===== src/sv/assert_macros.svh =====
// ----------------------------------------------------------------------------
// assert_macros.svh
// Concurrent assertion shorthands shared by the RTL.
// ----------------------------------------------------------------------------
`ifndef ASSERT_MACROS_SVH
`define ASSERT_MACROS_SVH

// Check that a condition holds at every clock edge out of reset.
`define ASSERT_ALWAYS(label, clk, rst_n, cond, msg) \
	label: assert property (@(posedge clk) disable iff (!rst_n) (cond)) else $error(msg);

// Check that a condition implies another in the same cycle.
`define ASSERT_IMPLY(label, clk, rst_n, ante, cons, msg) \
	label: assert property (@(posedge clk) disable iff (!rst_n) (ante) |-> (cons)) \
		else $error(msg);

`endif


===== src/sv/epp_rbcs_pkg.sv =====
// ----------------------------------------------------------------------------
// epp_rbcs_pkg
// Types and codes for the rack-bus to EPP port cycle sequencer.
// ----------------------------------------------------------------------------
package epp_rbcs_pkg;

	// Most port cycles one request byte can expand to
	localparam int LIST_DEPTH = 7;
	localparam int CNT_W      = $clog2(LIST_DEPTH + 1);

	// Cycle kinds
	localparam logic [2:0] KIND_ADDR   = 3'd0;
	localparam logic [2:0] KIND_WRITE  = 3'd1;
	localparam logic [2:0] KIND_READ   = 3'd2;
	localparam logic [2:0] KIND_TOGGLE = 3'd3;
	localparam logic [2:0] KIND_NONE   = 3'd4;

	// Request status
	localparam logic [2:0] ST_OK         = 3'd0;
	localparam logic [2:0] ST_BAD_RACK   = 3'd1;
	localparam logic [2:0] ST_BAD_OFFSET = 3'd2;
	localparam logic [2:0] ST_BAD_LENGTH = 3'd3;
	localparam logic [2:0] ST_RANGE      = 3'd4;

	localparam logic [7:0] RACK_HI_MASK = 8'hF0;
	localparam logic [7:0] OFFSET_MAX   = 8'hFE;
	localparam logic [3:0] RACK_NONE    = 4'hF;
	localparam logic [7:0] RACK_SEL_ADDR = 8'h00;

	// Port direction
	localparam logic DIR_WRITE = 1'b0;
	localparam logic DIR_READ  = 1'b1;

	typedef struct packed {
		logic [1:0] action;
		logic [7:0] rack_number;
		logic [7:0] start_offset;
		logic [7:0] byte_count;
		logic       first_byte;
		logic [7:0] write_byte;
	} item_t;

	typedef struct packed {
		logic [2:0] kind;
		logic [7:0] data;
	} entry_t;

	typedef struct packed {
		entry_t [LIST_DEPTH-1:0] entries;
		logic [CNT_W-1:0]        count;
		logic [2:0]              status;
		logic                    done;
	} batch_t;

	typedef struct packed {
		logic [2:0] kind;
		logic [7:0] data;
		logic [2:0] status;
		logic       last;
		logic       done;
	} result_t;

endpackage


===== src/sv/epp_rbcs_expand.sv =====
// ----------------------------------------------------------------------------
// epp_rbcs_expand
// Checks a request byte and expands it into its list of port cycles; holds
// the selected rack, port direction and request progress.
// ----------------------------------------------------------------------------
module epp_rbcs_expand (
	input  logic                 clk,
	input  logic                 arst_n,
	input  epp_rbcs_pkg::item_t  item,
	input  logic                 commit,
	output epp_rbcs_pkg::batch_t batch
);

	logic [3:0] rack_q;
	logic       dir_q;
	logic [7:0] bytes_done_q;
	logic [2:0] req_err_q;

	logic [3:0] rack_d;
	logic       dir_d;
	logic [7:0] bytes_done_d;
	logic [2:0] req_err_d;

	always_comb begin : expand_p
		logic                      new_req;
		logic [2:0]                chk;
		logic [7:0]                idx;
		logic                      range_mode;
		logic [epp_rbcs_pkg::CNT_W-1:0] n;
		logic                      dir;
		logic [8:0]                end_sum;

		// request check, in priority order
		end_sum = {1'b0, item.start_offset} + {1'b0, item.byte_count};
		priority if ((item.rack_number & epp_rbcs_pkg::RACK_HI_MASK) != 8'h00)
			chk = epp_rbcs_pkg::ST_BAD_RACK;
		else if (item.start_offset == 8'h00 || item.start_offset > epp_rbcs_pkg::OFFSET_MAX)
			chk = epp_rbcs_pkg::ST_BAD_OFFSET;
		else if (item.byte_count == 8'h00)
			chk = epp_rbcs_pkg::ST_BAD_LENGTH;
		else if (item.action[0] && item.byte_count > 8'd1
				&& end_sum > {1'b0, epp_rbcs_pkg::OFFSET_MAX})
			chk = epp_rbcs_pkg::ST_RANGE;
		else
			chk = epp_rbcs_pkg::ST_OK;

		// a stray continuation with nothing under way starts a request too
		new_req    = item.first_byte || bytes_done_q == 8'h00;
		req_err_d  = new_req ? chk : req_err_q;
		idx        = new_req ? 8'h00 : bytes_done_q;
		range_mode = item.action[0] && item.byte_count > 8'd1;

		batch        = '0;
		batch.status = req_err_d;
		batch.done   = ({1'b0, idx} + 9'd1) >= {1'b0, item.byte_count};
		bytes_done_d = batch.done ? 8'h00 : idx + 8'd1;

		n      = '0;
		dir    = dir_q;
		rack_d = rack_q;

		if (req_err_d != epp_rbcs_pkg::ST_OK) begin
			batch.entries[n] = '{kind: epp_rbcs_pkg::KIND_NONE, data: 8'h00};
			n = n + 1'b1;
		end else begin
			if (idx == 8'h00 && rack_q != item.rack_number[3:0]) begin
				if (dir != epp_rbcs_pkg::DIR_WRITE) begin
					batch.entries[n] = '{kind: epp_rbcs_pkg::KIND_TOGGLE, data: 8'h00};
					n = n + 1'b1;
					dir = epp_rbcs_pkg::DIR_WRITE;
				end
				batch.entries[n] = '{kind: epp_rbcs_pkg::KIND_ADDR,
					data: epp_rbcs_pkg::RACK_SEL_ADDR};
				n = n + 1'b1;
				batch.entries[n] = '{kind: epp_rbcs_pkg::KIND_WRITE, data: item.rack_number};
				n = n + 1'b1;
				batch.entries[n] = '{kind: epp_rbcs_pkg::KIND_WRITE, data: item.rack_number};
				n = n + 1'b1;
				rack_d = item.rack_number[3:0];
			end
			// address once per request, or per byte in range mode (wraps mod 256)
			if (range_mode || idx == 8'h00) begin
				if (dir != epp_rbcs_pkg::DIR_WRITE) begin
					batch.entries[n] = '{kind: epp_rbcs_pkg::KIND_TOGGLE, data: 8'h00};
					n = n + 1'b1;
					dir = epp_rbcs_pkg::DIR_WRITE;
				end
				batch.entries[n] = '{kind: epp_rbcs_pkg::KIND_ADDR,
					data: item.start_offset + idx};
				n = n + 1'b1;
			end
			if (item.action[1]) begin
				if (dir != epp_rbcs_pkg::DIR_WRITE) begin
					batch.entries[n] = '{kind: epp_rbcs_pkg::KIND_TOGGLE, data: 8'h00};
					n = n + 1'b1;
					dir = epp_rbcs_pkg::DIR_WRITE;
				end
				batch.entries[n] = '{kind: epp_rbcs_pkg::KIND_WRITE, data: item.write_byte};
				n = n + 1'b1;
				batch.entries[n] = '{kind: epp_rbcs_pkg::KIND_WRITE, data: item.write_byte};
				n = n + 1'b1;
			end else begin
				if (dir != epp_rbcs_pkg::DIR_READ) begin
					batch.entries[n] = '{kind: epp_rbcs_pkg::KIND_TOGGLE, data: 8'h00};
					n = n + 1'b1;
					dir = epp_rbcs_pkg::DIR_READ;
				end
				batch.entries[n] = '{kind: epp_rbcs_pkg::KIND_READ, data: 8'h00};
				n = n + 1'b1;
			end
		end

		batch.count = n;
		dir_d       = dir;
	end

	always_ff @(posedge clk or negedge arst_n) begin
		if (!arst_n) begin
			rack_q       <= epp_rbcs_pkg::RACK_NONE;
			dir_q        <= epp_rbcs_pkg::DIR_WRITE;
			bytes_done_q <= 8'h00;
			req_err_q    <= epp_rbcs_pkg::ST_OK;
		end else if (commit) begin
			rack_q       <= rack_d;
			dir_q        <= dir_d;
			bytes_done_q <= bytes_done_d;
			req_err_q    <= req_err_d;
		end
	end

endmodule


===== src/sv/epp_rbcs_drain.sv =====
// ----------------------------------------------------------------------------
// epp_rbcs_drain
// Result register: holds one item's port cycle list and hands it out one
// beat per cycle while res_ready is high.
// ----------------------------------------------------------------------------
module epp_rbcs_drain (
	input  logic                  clk,
	input  logic                  arst_n,
	input  logic                  load,
	input  epp_rbcs_pkg::batch_t  batch,
	output logic                  free,
	output logic                  res_valid,
	input  logic                  res_ready,
	output epp_rbcs_pkg::result_t res
);

	epp_rbcs_pkg::entry_t [epp_rbcs_pkg::LIST_DEPTH-1:0] entries_s2;
	logic [epp_rbcs_pkg::CNT_W-1:0] remain_q;
	logic [2:0]                     status_s2;
	logic                           done_s2;
	logic                           last;
	logic                           pop;

	assign res_valid = remain_q != '0;
	assign last      = remain_q == epp_rbcs_pkg::CNT_W'(1);
	assign pop       = res_valid && res_ready;
	assign free      = !res_valid || (pop && last);

	assign res.kind   = entries_s2[0].kind;
	assign res.data   = entries_s2[0].data;
	assign res.status = status_s2;
	assign res.last   = last;
	assign res.done   = done_s2;

	always_ff @(posedge clk or negedge arst_n) begin
		if (!arst_n) begin
			remain_q <= '0;
		end else if (load) begin
			remain_q <= batch.count;
		end else if (pop) begin
			remain_q <= remain_q - 1'b1;
		end
	end

	// payload: load a fresh list, or advance by one entry per beat
	always_ff @(posedge clk) begin
		if (load) begin
			entries_s2 <= batch.entries;
			status_s2  <= batch.status;
			done_s2    <= batch.done;
		end else if (pop) begin
			for (int i = 0; i < epp_rbcs_pkg::LIST_DEPTH - 1; i++)
				entries_s2[i] <= entries_s2[i+1];
		end
	end

endmodule


===== src/sv/epp_rack_bus_cycle_sequencer.sv =====
// ----------------------------------------------------------------------------
// epp_rack_bus_cycle_sequencer
// Turns rack-bus request bytes into EPP port cycles.
// ----------------------------------------------------------------------------
// Path: a taken item is held in the input register until the result register
//   is free, then its port cycle list is loaded there and offered from it.
// Flow: an item yields 1..7 port cycles, one beat per cycle while out_ready is
//   high; the input register takes the next item while a list drains.
// Reset: asynchronous; rack 15 selected, write direction, no request open.
// ----------------------------------------------------------------------------
`include "assert_macros.svh"

module epp_rack_bus_cycle_sequencer (
	input  logic       clk,
	input  logic       arst_n,
	input  logic       in_valid,
	output logic       in_ready,
	input  logic [1:0] action,
	input  logic [7:0] rack_number,
	input  logic [7:0] start_offset,
	input  logic [7:0] byte_count,
	input  logic       first_byte,
	input  logic [7:0] write_byte,
	output logic       out_valid,
	input  logic       out_ready,
	output logic [2:0] cycle_kind,
	output logic [7:0] cycle_byte,
	output logic [2:0] status,
	output logic       last_of_item,
	output logic       request_done
);

	epp_rbcs_pkg::item_t   item_s1;
	logic                  valid_s1;
	epp_rbcs_pkg::batch_t  batch;
	epp_rbcs_pkg::result_t res;
	logic                  free;
	logic                  take;
	logic                  advance;

	assign in_ready = !valid_s1 || free;
	assign take     = in_valid && in_ready;
	assign advance  = valid_s1 && free;

	always_ff @(posedge clk or negedge arst_n) begin
		if (!arst_n) begin
			valid_s1 <= 1'b0;
		end else if (take) begin
			valid_s1 <= 1'b1;
		end else if (advance) begin
			valid_s1 <= 1'b0;
		end
	end

	always_ff @(posedge clk) begin
		if (take) begin
			item_s1 <= '{action: action, rack_number: rack_number,
				start_offset: start_offset, byte_count: byte_count,
				first_byte: first_byte, write_byte: write_byte};
		end
	end

	epp_rbcs_expand u_expand (
		.clk    (clk),
		.arst_n (arst_n),
		.item   (item_s1),
		.commit (advance),
		.batch  (batch)
	);

	epp_rbcs_drain u_drain (
		.clk       (clk),
		.arst_n    (arst_n),
		.load      (advance),
		.batch     (batch),
		.free      (free),
		.res_valid (out_valid),
		.res_ready (out_ready),
		.res       (res)
	);

	assign cycle_kind   = res.kind;
	assign cycle_byte   = res.data;
	assign status       = res.status;
	assign last_of_item = res.last;
	assign request_done = res.done;

	// a rejected request byte yields exactly one result, with no port cycle
	`ASSERT_IMPLY(a_err_single, clk, arst_n,
		out_valid && status != epp_rbcs_pkg::ST_OK,
		cycle_kind == epp_rbcs_pkg::KIND_NONE && last_of_item,
		"error result is not a single no-cycle beat")
	// the input side stalls only while an item waits in the input register
	`ASSERT_IMPLY(a_stall_cause, clk, arst_n, !in_ready, valid_s1,
		"input stalled with empty input register")
	// a list is never loaded over results still waiting
	`ASSERT_IMPLY(a_no_overwrite, clk, arst_n, advance && out_valid,
		out_ready && last_of_item, "result list overwritten before drained")

endmodule

===== config.mk =====
export PLATFORM = sky130hd
export DESIGN_NAME = epp_rack_bus_cycle_sequencer
export DESIGN_NICKNAME = d
export VERILOG_FILES = /design/src/sv/epp_rbcs_pkg.sv /design/src/sv/epp_rbcs_expand.sv /design/src/sv/epp_rbcs_drain.sv /design/src/sv/epp_rack_bus_cycle_sequencer.sv
export VERILOG_INCLUDE_DIRS = /design/src /design/src/sv
export SDC_FILE = /design/constraint.sdc
export NUM_CORES = 1
export LEC_CHECK = 0
export BUFFER_PORTS_ARGS = -buffer_cell sky130_fd_sc_hd__buf_4
export CAP_MARGIN = 20
export CELL_PAD_IN_SITES_DETAIL_PLACEMENT = 1
export CELL_PAD_IN_SITES_GLOBAL_PLACEMENT = 1
export CORE_MARGIN = 4
export CORE_UTILIZATION = 25
export DETAILED_ROUTE_END_ITERATION = 10
export PLACE_DENSITY = 0.47
export SLEW_MARGIN = 30
export SYNTH_ARGS = -nofsm -noshare
export SYNTH_HDL_FRONTEND = slang
export SYNTH_SLANG_ARGS = --single-unit

===== constraint.sdc =====
create_clock -name clk -period 6 [get_ports clk]
set_input_delay 1.2 -clock clk [delete_from_list [all_inputs] [get_ports clk]]
set_output_delay 1.2 -clock clk [all_outputs]
set_load 0.02 [all_outputs]

==> flow_summary_export.csv, run 1 <==
group,metric,value,unit
clock_network,cts_tree,"built",
synth,synth_cell_types,87,
cells_and_area,nets,918,
sta,hold_viol_final,0,
synth,yosys.area.top_type,"edfxtp_1",
clock_network,clock_path_buffers,2,
cells_and_area,regArea,3809,um^2
pwr,vdd_ir_drop_max,246.6,uV
pwr,p_leak,3.688,nW
synth,synth_top_family_by_area,"compound AO/OA/AOI/OAI gates",
clock_network,postCtsSetupBuffers,0,
synth,synth_area_leaders,"edfxtp_1 (40%), ha_1 (5.6%), dfrtp_1 (4.8%)",
cells_and_area,final_layout_size_suffix_gt1_share,17.70,%
floorplanning,die_w,189.8,um
sta,relSlewSlack,38.65,%
cells_and_area,area_growth,17.94,%
floorplanning,ios,57,
cells_and_area,nFillCells,3656,
floorplanning,core-area,32620,um^2
pwr,power_density,675.0,nW/um^2
clock_network,numCtsBuffers,17,
cells_and_area,mostFrequentLayoutCells,"edfxtp_1 (110), buf_4 (78), nand2_1 (75)",
drt,wl_met1,14670,um
pwr,clkPwrFrac,15.8,%
critical_path,start_kind,"register",
synth,synth_simple_gate_area_share,15.32,%
sta,drv_slew,0,
cells_and_area,multi_input_area,4129,um^2
drt,drt_first_pass_iters,5,
clock_network,htreeDepth,4,
place,place_congestion,0.8087,
pwr,power_switching,3.225,mW
critical_path,crit_fanout,24,
drt,routed_wl,30450,um
pwr,swShare,49.01,%
clock_network,cts_root_buf,"clkbuf_16",
clock_network,cts.reportedPaths.clkPinSlew,0.07,ns
drt,drt.antenna.violating_nets,0,
drt,routed-wl-met2,14380,um
drt,drt-wirelength-per-cell,23.52,um
grt,grt_max_degree,67,
place,place_hpwl,21180,um
clock_network,cts_resized,0,
synth,synth-xor-area-share,2.437,%
drt,route.top_layer_used,"met4",
clock_network,holdBufCountCts,0,
synth,synth-compound-area-share,24.29,%
synth,ys_async_sr_fraction,15.38,%
run,max-cap-violations,0,
sta,setup_violations,0,
grt,track_usage,16.98,%
synth,syn-cell-area,8267,um^2
floorplanning,die_y,189.8,um
synth,ys_seq_area_share,46.07,%
critical_path,end_kind,"register",
grt,grt_antenna_before_repair,0,
synth,synth_top_area_share,39.96,%
drt,drt-initial-drc-count,347,
drt,vias,6780,
clock_network,clk_latency,0.43,ns
sta,fmax,192.6,MHz
pwr,p_int,3.355,mW
sta,finalClockSkew,0.009221,ns
hold_path,hp-class,"reg -> reg",
synth,yosys.area_share.adder,6.206,%
pwr,pwr-share-seq,26.2,%
floorplanning,die_area,36040,um^2
drt,drc,0,
synth,syn-mean-instance-area,10.33,um^2
cells_and_area,antennaDiodeCount,0,
sta,setup-tns-final,0,ns
critical_path,critPathKind,"reg -> reg",
drt,wl_met3,999,um
synth,syn-instance-count,800,
sta,worst_pin_slew,0.9172,ns
cells_and_area,final_common_cell,"edfxtp_1",
grt,grt_pass1_wl,46190,um
floorplanning,start_util,25.34,%
status,outcome,"completed",
synth,synth_warnings,0,
sta,post-route-min-period,5.192,ns
clock_network,clock_sinks,130,
grt,grt_overflow,0,
drt,via_per_inst,5.236,
sta,whs,0.4974,ns
synth,synth-edff-count,110,
pwr,combPwrFrac,58.0,%
synth,synth-main-ff-cell,"edfxtp_1",
floorplanning,num_rows,66,
synth,ys_ff_latch,130,
critical_path,cp.required,6.18,ns
synth,synth_nets,878,
sta,finalCritPeriodShare,86.53,%
sta,rsz0062_at_grt,"no",
critical_path,cp_data_arrival_time,5.37,ns
place,port_buffers,56,
grt,grt_pass1_vias,6994,
synth,muxShareOfSynthArea,0.9535,%
-- worst max-delay path, cell delays in order (launching register included) --
cell and delay, ns:
dfrtp_1 0.42, nand2b_1 0.12, ha_1 0.21, nor3b_1 0.36, a22oi_2 0.11, nor2_1 0.13
buf_4 0.17, inv_1 0.09, ha_1 0.20, buf_4 0.23, nand2b_1 0.10, nand4_1 0.17
o21ai_4 0.21, inv_4 0.11, ha_1 0.28, or3_1 0.40, a211oi_2 0.28, nor3_1 0.15
a221oi_2 0.49, nor2_1 0.26, a221o_1 0.43
-- path summary, 6_finish.rpt --
kind	from	endpoint	cells after the start	slack [ns]
worst max-delay path	u_expand.bytes_done_q[1]	u_drain.res[10]	20	0.81
worst min-delay path	u_drain.remain_q[1]	u_drain.remain_q[1]	1	0.50
worst max register to register	u_expand.bytes_done_q[1]	u_drain.res[10]	20	0.81
worst min register to register	u_drain.remain_q[1]	u_drain.remain_q[1]	1	0.50
max in group asynchronous	arst_n	u_expand.rack_q[3]	1	5.05
min in group asynchronous	arst_n	u_expand.bytes_done_q[7]	1	0.65
-- flip-flops by register name, summed over array words and instances (netlist names) --
signal	flops
item_s1	35
u_drain.done_s2	1
u_drain.entries_s2	60
u_drain.remain_q	3
u_drain.res	11
u_drain.status_s2	3
u_expand.bytes_done_q	8
u_expand.dir_q	1
u_expand.rack_q	4
u_expand.req_err_q	3
valid_s1	1
-- metrics by stage --
step | worst slack, ns | instance area, um^2 | std cells | total power [mW] | utilization (%)
6_report | 0.8080 | 9749 | 1295 | 6.581 | 29.89
5_1_grt | 0.5395 | 9749 | 1295 | 7.026 | 29.89
4_1_cts | 0.8248 | 9722 | 1295 | 6.590 | 29.80
3_5_place_dp | 0.8838 | 9159 | 1263 | 5.517 | 28.08
3_3_place_gp | 1.032 | 9139 | 1263 | 5.507 | 28.02
2_1_floorplan | 0.9602 | 8267 | 800 | 4.224 | -
-- synthesized netlist by cell type, drive strengths merged (4+ instances only) --
library cell / count
dfrtp: 16
a221oi: 9
o211ai: 5
o21a: 4
inv: 26
a32o: 5
and2: 12
a22oi: 32
a211oi: 8
buf: 29
nor3: 9
a31oi: 11
xnor2: 12
edfxtp: 110
clkbuf: 28
xor2: 11
a22o: 13
ha: 37
o31ai: 21
nand4: 7
nand2b: 11
dfstp: 4
nand2: 76
nor4: 14
o41ai: 6
nor2: 55
a21o: 14
nand3: 17
a221o: 15
a21oi: 36
mux2: 7
o21ai: 52
a32oi: 9
or4: 6
nor2b: 9
and3: 12
-- per-layer routing --
| metal | vias to the layer above | track usage [%] |
|---|---|---|
| li1 | 3189 | - |
| met1 | 3407 | 23.87 |
| met2 | 153 | 27.89 |
| met3 | 31 | 2.367 |
| met4 | 0 | 3.840 |
| met5 | - | 0 |
-- kinds of logic after synthesis --
group,count (synthesis)
AOI/OAI and AO/OA,270
xor gates and xnor gates,23
adders and majority gates,40
buffers and inverters,85
DFF,130
muxes,7
and+or+nand+nor,245
-- layout make-up --
class,instances,share of cell area [%]
tap,442,5.672
sequential,130,39.07
clock inverter,14,1.373
clock buffer,18,4.402
inverter,28,1.129
multi-input combinational,585,42.35
timing repair buffer,78,6.006
-- power by group through the flow --
stage | clock [mW] | combinational, mW | sequential (mW)
2_1_floorplan | 0 | 2.59 | 1.63
3_3_place_gp | 0 | 3.76 | 1.74
3_5_place_dp | 0 | 3.78 | 1.74
4_1_cts | 1.07 | 3.79 | 1.73
5_1_grt | 1.11 | 4.15 | 1.76
6_report | 1.04 | 3.82 | 1.72
No activity file was read; power rests on OpenSTA's default activity.
==> inputs of run 2 (changes only) <==
--- a/config.mk
+++ b/config.mk
@@ -12,6 +12,7 @@
 export CELL_PAD_IN_SITES_GLOBAL_PLACEMENT = 1
 export CORE_MARGIN = 4
 export CORE_UTILIZATION = 25
+export CTS_BUF_LIST = sky130_fd_sc_hd__clkbuf_4 sky130_fd_sc_hd__clkbuf_8
 export DETAILED_ROUTE_END_ITERATION = 10
 export PLACE_DENSITY = 0.47
 export SLEW_MARGIN = 30
==> flow_summary_export.csv, run 2 (synthesized netlist as in run 1, its figures left out) <==
group,metric,value,unit
status,outcome,"completed",
grt,grt_pass1_wl,46090,um
critical_path,end_kind,"register",
sta,fin_ws,0.8739,ns
drt,drt_first_pass_iters,5,
clock_network,postCtsSetupBuffers,0,
floorplanning,die_y,189.8,um
critical_path,cp_slowest_stage_delay,0.48,ns
pwr,p_leak,3.604,nW
drt,drt-wirelength-per-cell,23.46,um
sta,fmax,195.1,MHz
cells_and_area,instances_no_fill,1295,
sta,post-route-min-period,5.126,ns
cells_and_area,mostFrequentLayoutCells,"edfxtp_1 (110), buf_4 (78), nand2_1 (75)",
sta,worst_pin_slew,0.9148,ns
critical_path,cp.required,6.21,ns
grt,grt_antenna_before_repair,0,
pwr,vdd_ir_drop_max,225.3,uV
grt,grt_pass1_vias,6966,
critical_path,cp_data_arrival_time,5.34,ns
hold_path,min_path_cells,1,
place,placed_cells,1263,
critical_path,worst_r2r_path_depth,20,
clock_network,holdBufCountCts,0,
run,max-cap-violations,0,
pwr,power,6.289,mW
place,place_hpwl,21180,um
grt,grt_max_degree,67,
pwr,power_density,657.8,nW/um^2
clock_network,cts.reportedPaths.clkPinSlew,0.10,ns
critical_path,path_buf_inv,4,
sta,setup_violations,0,
cells_and_area,nets,918,
critical_path,critPathTopFamily,"simple AND/OR/NAND/NOR gates",
hold_path,hp-class,"reg -> reg",
clock_network,clk_latency,0.45,ns
sta,relSlewSlack,38.86,%
drt,vias,6755,
clock_network,cts_tree,"built",
floorplanning,die_w,189.8,um
sta,finalClockSkew,0.01587,ns
floorplanning,die_area,36040,um^2
critical_path,start_kind,"register",
sta,rsz0062_at_grt,"no",
place,dp_slack,0.8838,ns
grt,grt_overflow,0,
hold_path,min_from,"u_drain.remain_q[1]",
drt,drc,0,
floorplanning,start_util,25.34,%
drt,via_per_inst,5.216,
drt,routed_wl,30380,um
floorplanning,core-area,32620,um^2
clock_network,numCtsBuffers,17,
floorplanning,ios,57,
sta,setup-tns-final,0,ns
clock_network,cts_root_buf,"clkbuf_8",
critical_path,worstPathCellList,"nand2b_1 -> ha_1 -> nor3b_1 -> a22oi_2 -> nor2_1 -> buf_4 -> inv_1 -> ha_1 -> buf_4 -> nand2b_1 -> nand4_1 -> o21ai_4 -> inv_4 -> ha_1 -> or3_1 -> a211oi_2 -> nor3_1 -> a221oi_2 -> nor2_1 -> a221o_1",
place,port_buffers,56,
critical_path,r2r_slack,0.87,ns
sta,finalCritPeriodShare,85.44,%
floorplanning,num_rows,66,
critical_path,critPathMostFrequentCell,"ha_1",
clock_network,cts_resized,0,
grt,track_usage,16.91,%
cells_and_area,registers.top_by_ff_count,"u_drain.entries_s2",
drt,drt-initial-drc-count,408,
place,place_congestion,0.8087,
cells_and_area,final_common_cell,"edfxtp_1",
sta,hold_viol_final,0,
hold_path,holdPathEnd,"u_drain.remain_q[1]",
clock_network,clock_path_buffers,2,
critical_path,r2r-start,"u_expand.bytes_done_q[1]",
critical_path,critPathKind,"reg -> reg",
critical_path,r2r_end,"u_drain.res[10]",
cells_and_area,largest_register_ffs,60,
cells_and_area,antennaDiodeCount,0,
cells_and_area,area_growth,15.67,%
clock_network,htreeDepth,4,
drt,drt.antenna.violating_nets,0,
sta,drv_slew,0,
critical_path,crit_fanout,24,
critical_path,cpMaxStageDelayCell,"a221oi_2",
cells_and_area,final_layout_size_suffix_gt1_share,17.82,%
sta,whs,0.5014,ns
clock_network,clock_sinks,130,
[run 2: cell count changes in the layout (fill, tap and decap cells not counted)]
cell | before | now
clkbuf_8 | 0 | 17
clkbuf_1 | 1 | 0
clkbuf_4 | 0 | 1
clkbuf_16 | 17 | 0
[run 2: per-layer routing]
metal	track usage [%]	vias up	share of wire, %
li1	-	3193	-
met1	23.94	3378	48
met2	27.67	162	48
met3	2.459	22	3.4
met4	3.506	0	1.1
met5	0	-	0
[run 2: where the power goes]
part / total [mW] / switching, mW / internal, mW
combinational: 3.80 / 2.51 / 1.29
clock: 0.764 / 0.426 / 0.338
sequential: 1.72 / 0.242 / 1.48
[run 2: worst max-delay path by stage]
stage               depth (start not counted)  slack (ns)                startpoint                     end
global placement                           20        1.03  u_expand.bytes_done_q[0]          u_drain.res[7]
finish                                     20        0.87  u_expand.bytes_done_q[1]         u_drain.res[10]
detailed placement                         20        0.88  u_expand.bytes_done_q[0]         u_drain.res[10]
floorplan                                  20        0.96                item_s1[8]  u_drain.entries_s2[44]
CTS                                        20        0.85                item_s1[8]         u_drain.res[10]
global route                               20        0.56  u_expand.bytes_done_q[1]         u_drain.res[10]
[run 2: stage by stage]
| stage | instance area (um^2) | utilization, % |
|---|---|---|
| after floorplan | 8267 | - |
| after global placement | 9139 | 28.02 |
| after detailed placement | 9159 | 28.08 |
| after CTS | 9534 | 29.23 |
| after global routing | 9562 | 29.31 |
| final | 9562 | 29.31 |
[run 2: cell type report]
| type | count | area (um^2) |
|---|---|---|
| clock inverters | 14 | 133.9 |
| fillers | 3674 | 23060 |
| clock buffers | 18 | 241.5 |
| flip-flops and latches | 130 | 3809 |
| well taps | 442 | 553.0 |
| repair buffers | 78 | 585.6 |
| inverters | 28 | 110.1 |
| multi-input cells | 585 | 4129 |
[run 2: worst register-to-register path, delay by kind of cell (launching register included)]
kind / cells / cell delay (ns)
buf+inv: 4 / 0.60
fa+ha+maj: 3 / 0.71
compound gates: 5 / 1.49
flops: 1 / 0.43
simple gates: 8 / 1.67
==> inputs of run 3 (changes only) <==
--- a/config.mk
+++ b/config.mk
@@ -14,7 +14,7 @@
 export CORE_UTILIZATION = 25
 export CTS_BUF_LIST = sky130_fd_sc_hd__clkbuf_4 sky130_fd_sc_hd__clkbuf_8
 export DETAILED_ROUTE_END_ITERATION = 10
-export PLACE_DENSITY = 0.47
+export PLACE_DENSITY = 0.49
 export SLEW_MARGIN = 30
 export SYNTH_ARGS = -nofsm -noshare
 export SYNTH_HDL_FRONTEND = slang
==> constraint.sdc (replaced) <==
create_clock -name clk -period 4.2 [get_ports clk]
set_input_delay 0.84 -clock clk [delete_from_list [all_inputs] [get_ports clk]]
set_output_delay 0.84 -clock clk [all_outputs]
set_load 0.02 [all_outputs]
==> flow_summary_export.csv, run 3 (synthesized netlist as in run 1, its figures left out) <==
group,metric,value,unit
cells_and_area,final_core_util,31.79,%
floorplanning,start_util,25.34,%
drt,via_per_inst,5.235,
sta,fmax,244.3,MHz
sta,setup_violations,0,
sta,drv_slew,0,
grt,grt_pass1_vias,7285,
drt,drt-wirelength-per-cell,23.36,um
critical_path,cp.required,4.45,ns
floorplanning,ios,57,
sta,worst_pin_slew,0.8559,ns
run,max-cap-violations,0,
pwr,swShare,47.72,%
pwr,p_int,5.499,mW
drt,drt_first_pass_iters,4,
floorplanning,core-area,32620,um^2
clock_network,htreeDepth,4,
pwr,pwr-share-seq,23.1,%
drt,drt-initial-drc-count,484,
place,placed_cells,1307,
sta,whs,0.2562,ns
clock_network,clock_path_buffers,2,
drt,vias,7067,
floorplanning,num_rows,66,
status,outcome,"completed",
sta,setup-tns-final,0,ns
pwr,vdd_ir_drop_max,407.2,uV
drt,drc,0,
cells_and_area,instances_no_fill,1350,
cells_and_area,nFillCells,3623,
sta,rsz0062_at_grt,"yes",
place,place_hpwl,22660,um
pwr,power_density,1014,nW/um^2
place,place_congestion,0.8463,
grt,track_usage,17.29,%
clock_network,cts_root_buf,"clkbuf_8",
drt,drt.antenna.violating_nets,0,
drt,wl_met3,1119,um
place,dp_slack,0.04981,ns
drt,routed_wl,31530,um
pwr,power_switching,5.019,mW
pwr,p_leak,4.006,nW
sta,hold_viol_final,0,
pwr,clkPwrFrac,12.2,%
floorplanning,die_w,189.8,um
cells_and_area,nets,975,
hold_path,hp-class,"in -> async",
drt,route.top_layer_used,"met4",
cells_and_area,final_common_cell,"buf_4",
drt,wl_met1,14760,um
place,port_buffers,56,
cells_and_area,registers.top_by_ff_count,"u_drain.entries_s2",
cells_and_area,final_layout_size_suffix_gt1_share,26.43,%
cells_and_area,fin_area,10370,um^2
drt,routed-wl-met2,14870,um
critical_path,cp_data_arrival_time,4.34,ns
sta,fin_ws,0.1065,ns
grt,grt_max_degree,90,
clock_network,holdBufCountCts,0,
sta,post-route-min-period,4.094,ns
clock_network,cts.reportedPaths.clkPinSlew,0.09,ns
clock_network,numCtsBuffers,17,
grt,grt_overflow,0,
cells_and_area,antennaDiodeCount,0,
clock_network,clock_sinks,130,
sta,finalCritPeriodShare,97.47,%
critical_path,start_kind,"register",
grt,grt_antenna_before_repair,0,
cells_and_area,mostFrequentLayoutCells,"buf_4 (129), edfxtp_1 (110), nand2_1 (74)",
critical_path,end_kind,"register",
floorplanning,die_y,189.8,um
clock_network,cts_tree,"built",
sta,relSlewSlack,42.22,%
grt,grt_pass1_wl,46940,um
floorplanning,die_area,36040,um^2
critical_path,critPathKind,"reg -> reg",
clock_network,clk_latency,0.49,ns
place,dpl_cell_area,9632,um^2
sta,finalClockSkew,0.01928,ns
pwr,power,10.52,mW
cells_and_area,largest_register_ffs,60,
pwr,combPwrFrac,64.8,%
cells_and_area,area_growth,25.43,%
critical_path,crit_fanout,7,
[run 3: cell types whose count changed in the layout (fill, tap and decap cells not counted), moves of 3 or more]
cell,previous run,this run
o21ai_1,1,6
nor2_1,52,46
buf_4,78,129
ha_1,37,33
ha_4,0,4
a221oi_1,8,0
o21ai_0,50,45
a221oi_2,1,9
o31ai_2,0,4
nor2_4,1,6
o31ai_1,21,17
clkinvlp_4,4,1
bufinv_16,1,5
[run 3: power by group through the flow]
stage,logic (mW),registers [mW],clock network [mW]
final,6.81,2.43,1.28
after global routing,7.35,2.48,1.38
after CTS,6.11,2.43,1.32
after detailed placement,6.09,2.45,0
after global placement,6.10,2.45,0
after floorplan,3.98,2.34,0
[run 3: final timing paths]
| path | start | to | slack, ns | cells past startpoint |
|---|---|---|---|---|
| worst max-delay path | item_s1[8] | u_drain.entries_s2[45] | 0.11 | 20 |
| worst min-delay path | arst_n | u_expand.bytes_done_q[0] | 0.26 | 1 |
| worst max register to register | item_s1[8] | u_drain.entries_s2[45] | 0.11 | 20 |
| worst min register to register | u_expand.req_err_q[2] | u_expand.req_err_q[2] | 0.49 | 2 |
| max in group asynchronous | arst_n | u_expand.rack_q[0] | 3.62 | 1 |
| min in group clk | u_expand.req_err_q[2] | u_expand.req_err_q[2] | 0.49 | 2 |
[run 3: critical path, stage by stage, from the launching register on]
cell and delay (ns):
edfxtp_1 0.41, nand2b_4 0.18, ha_4 0.17, nor3b_4 0.15
a22oi_2 0.24, nor2_4 0.08, inv_2 0.08, ha_4 0.17
inv_8 0.04, nand2_4 0.06, nand4_1 0.15, o21ai_4 0.11
inv_4 0.05, ha_4 0.17, or3_4 0.34, a211oi_4 0.35
nor2_4 0.11, o31a_1 0.30, a21o_1 0.23, and3_1 0.19
a221o_1 0.26
[run 3: repair_timing]
action,in CTS,in global routing
gates resized for setup,0,32
setup endpoints to repair,0,60
setup buffers,0,10
[run 3: cell type report]
| type | instances | area (um^2) | share of cell area (%) |
|---|---|---|---|
| flip-flops and latches | 130 | 3809 | 36.73 |
| clock buffers | 17 | 234.0 | 2.257 |
| multi-input cells | 586 | 4383 | 42.27 |
| well taps | 442 | 553.0 | 5.334 |
| clock inverters | 13 | 211.5 | 2.039 |
| repair buffers | 134 | 1061 | 10.23 |
| inverters | 28 | 117.6 | 1.134 |
[run 3: routing by layer]
layer | GRT usage, % | vias to the layer above
met1 | 23.61 | 3555
met3 | 2.899 | 46
li1 | - | 3304
met2 | 27.80 | 162
met5 | 0 | -
met4 | 6.066 | 0
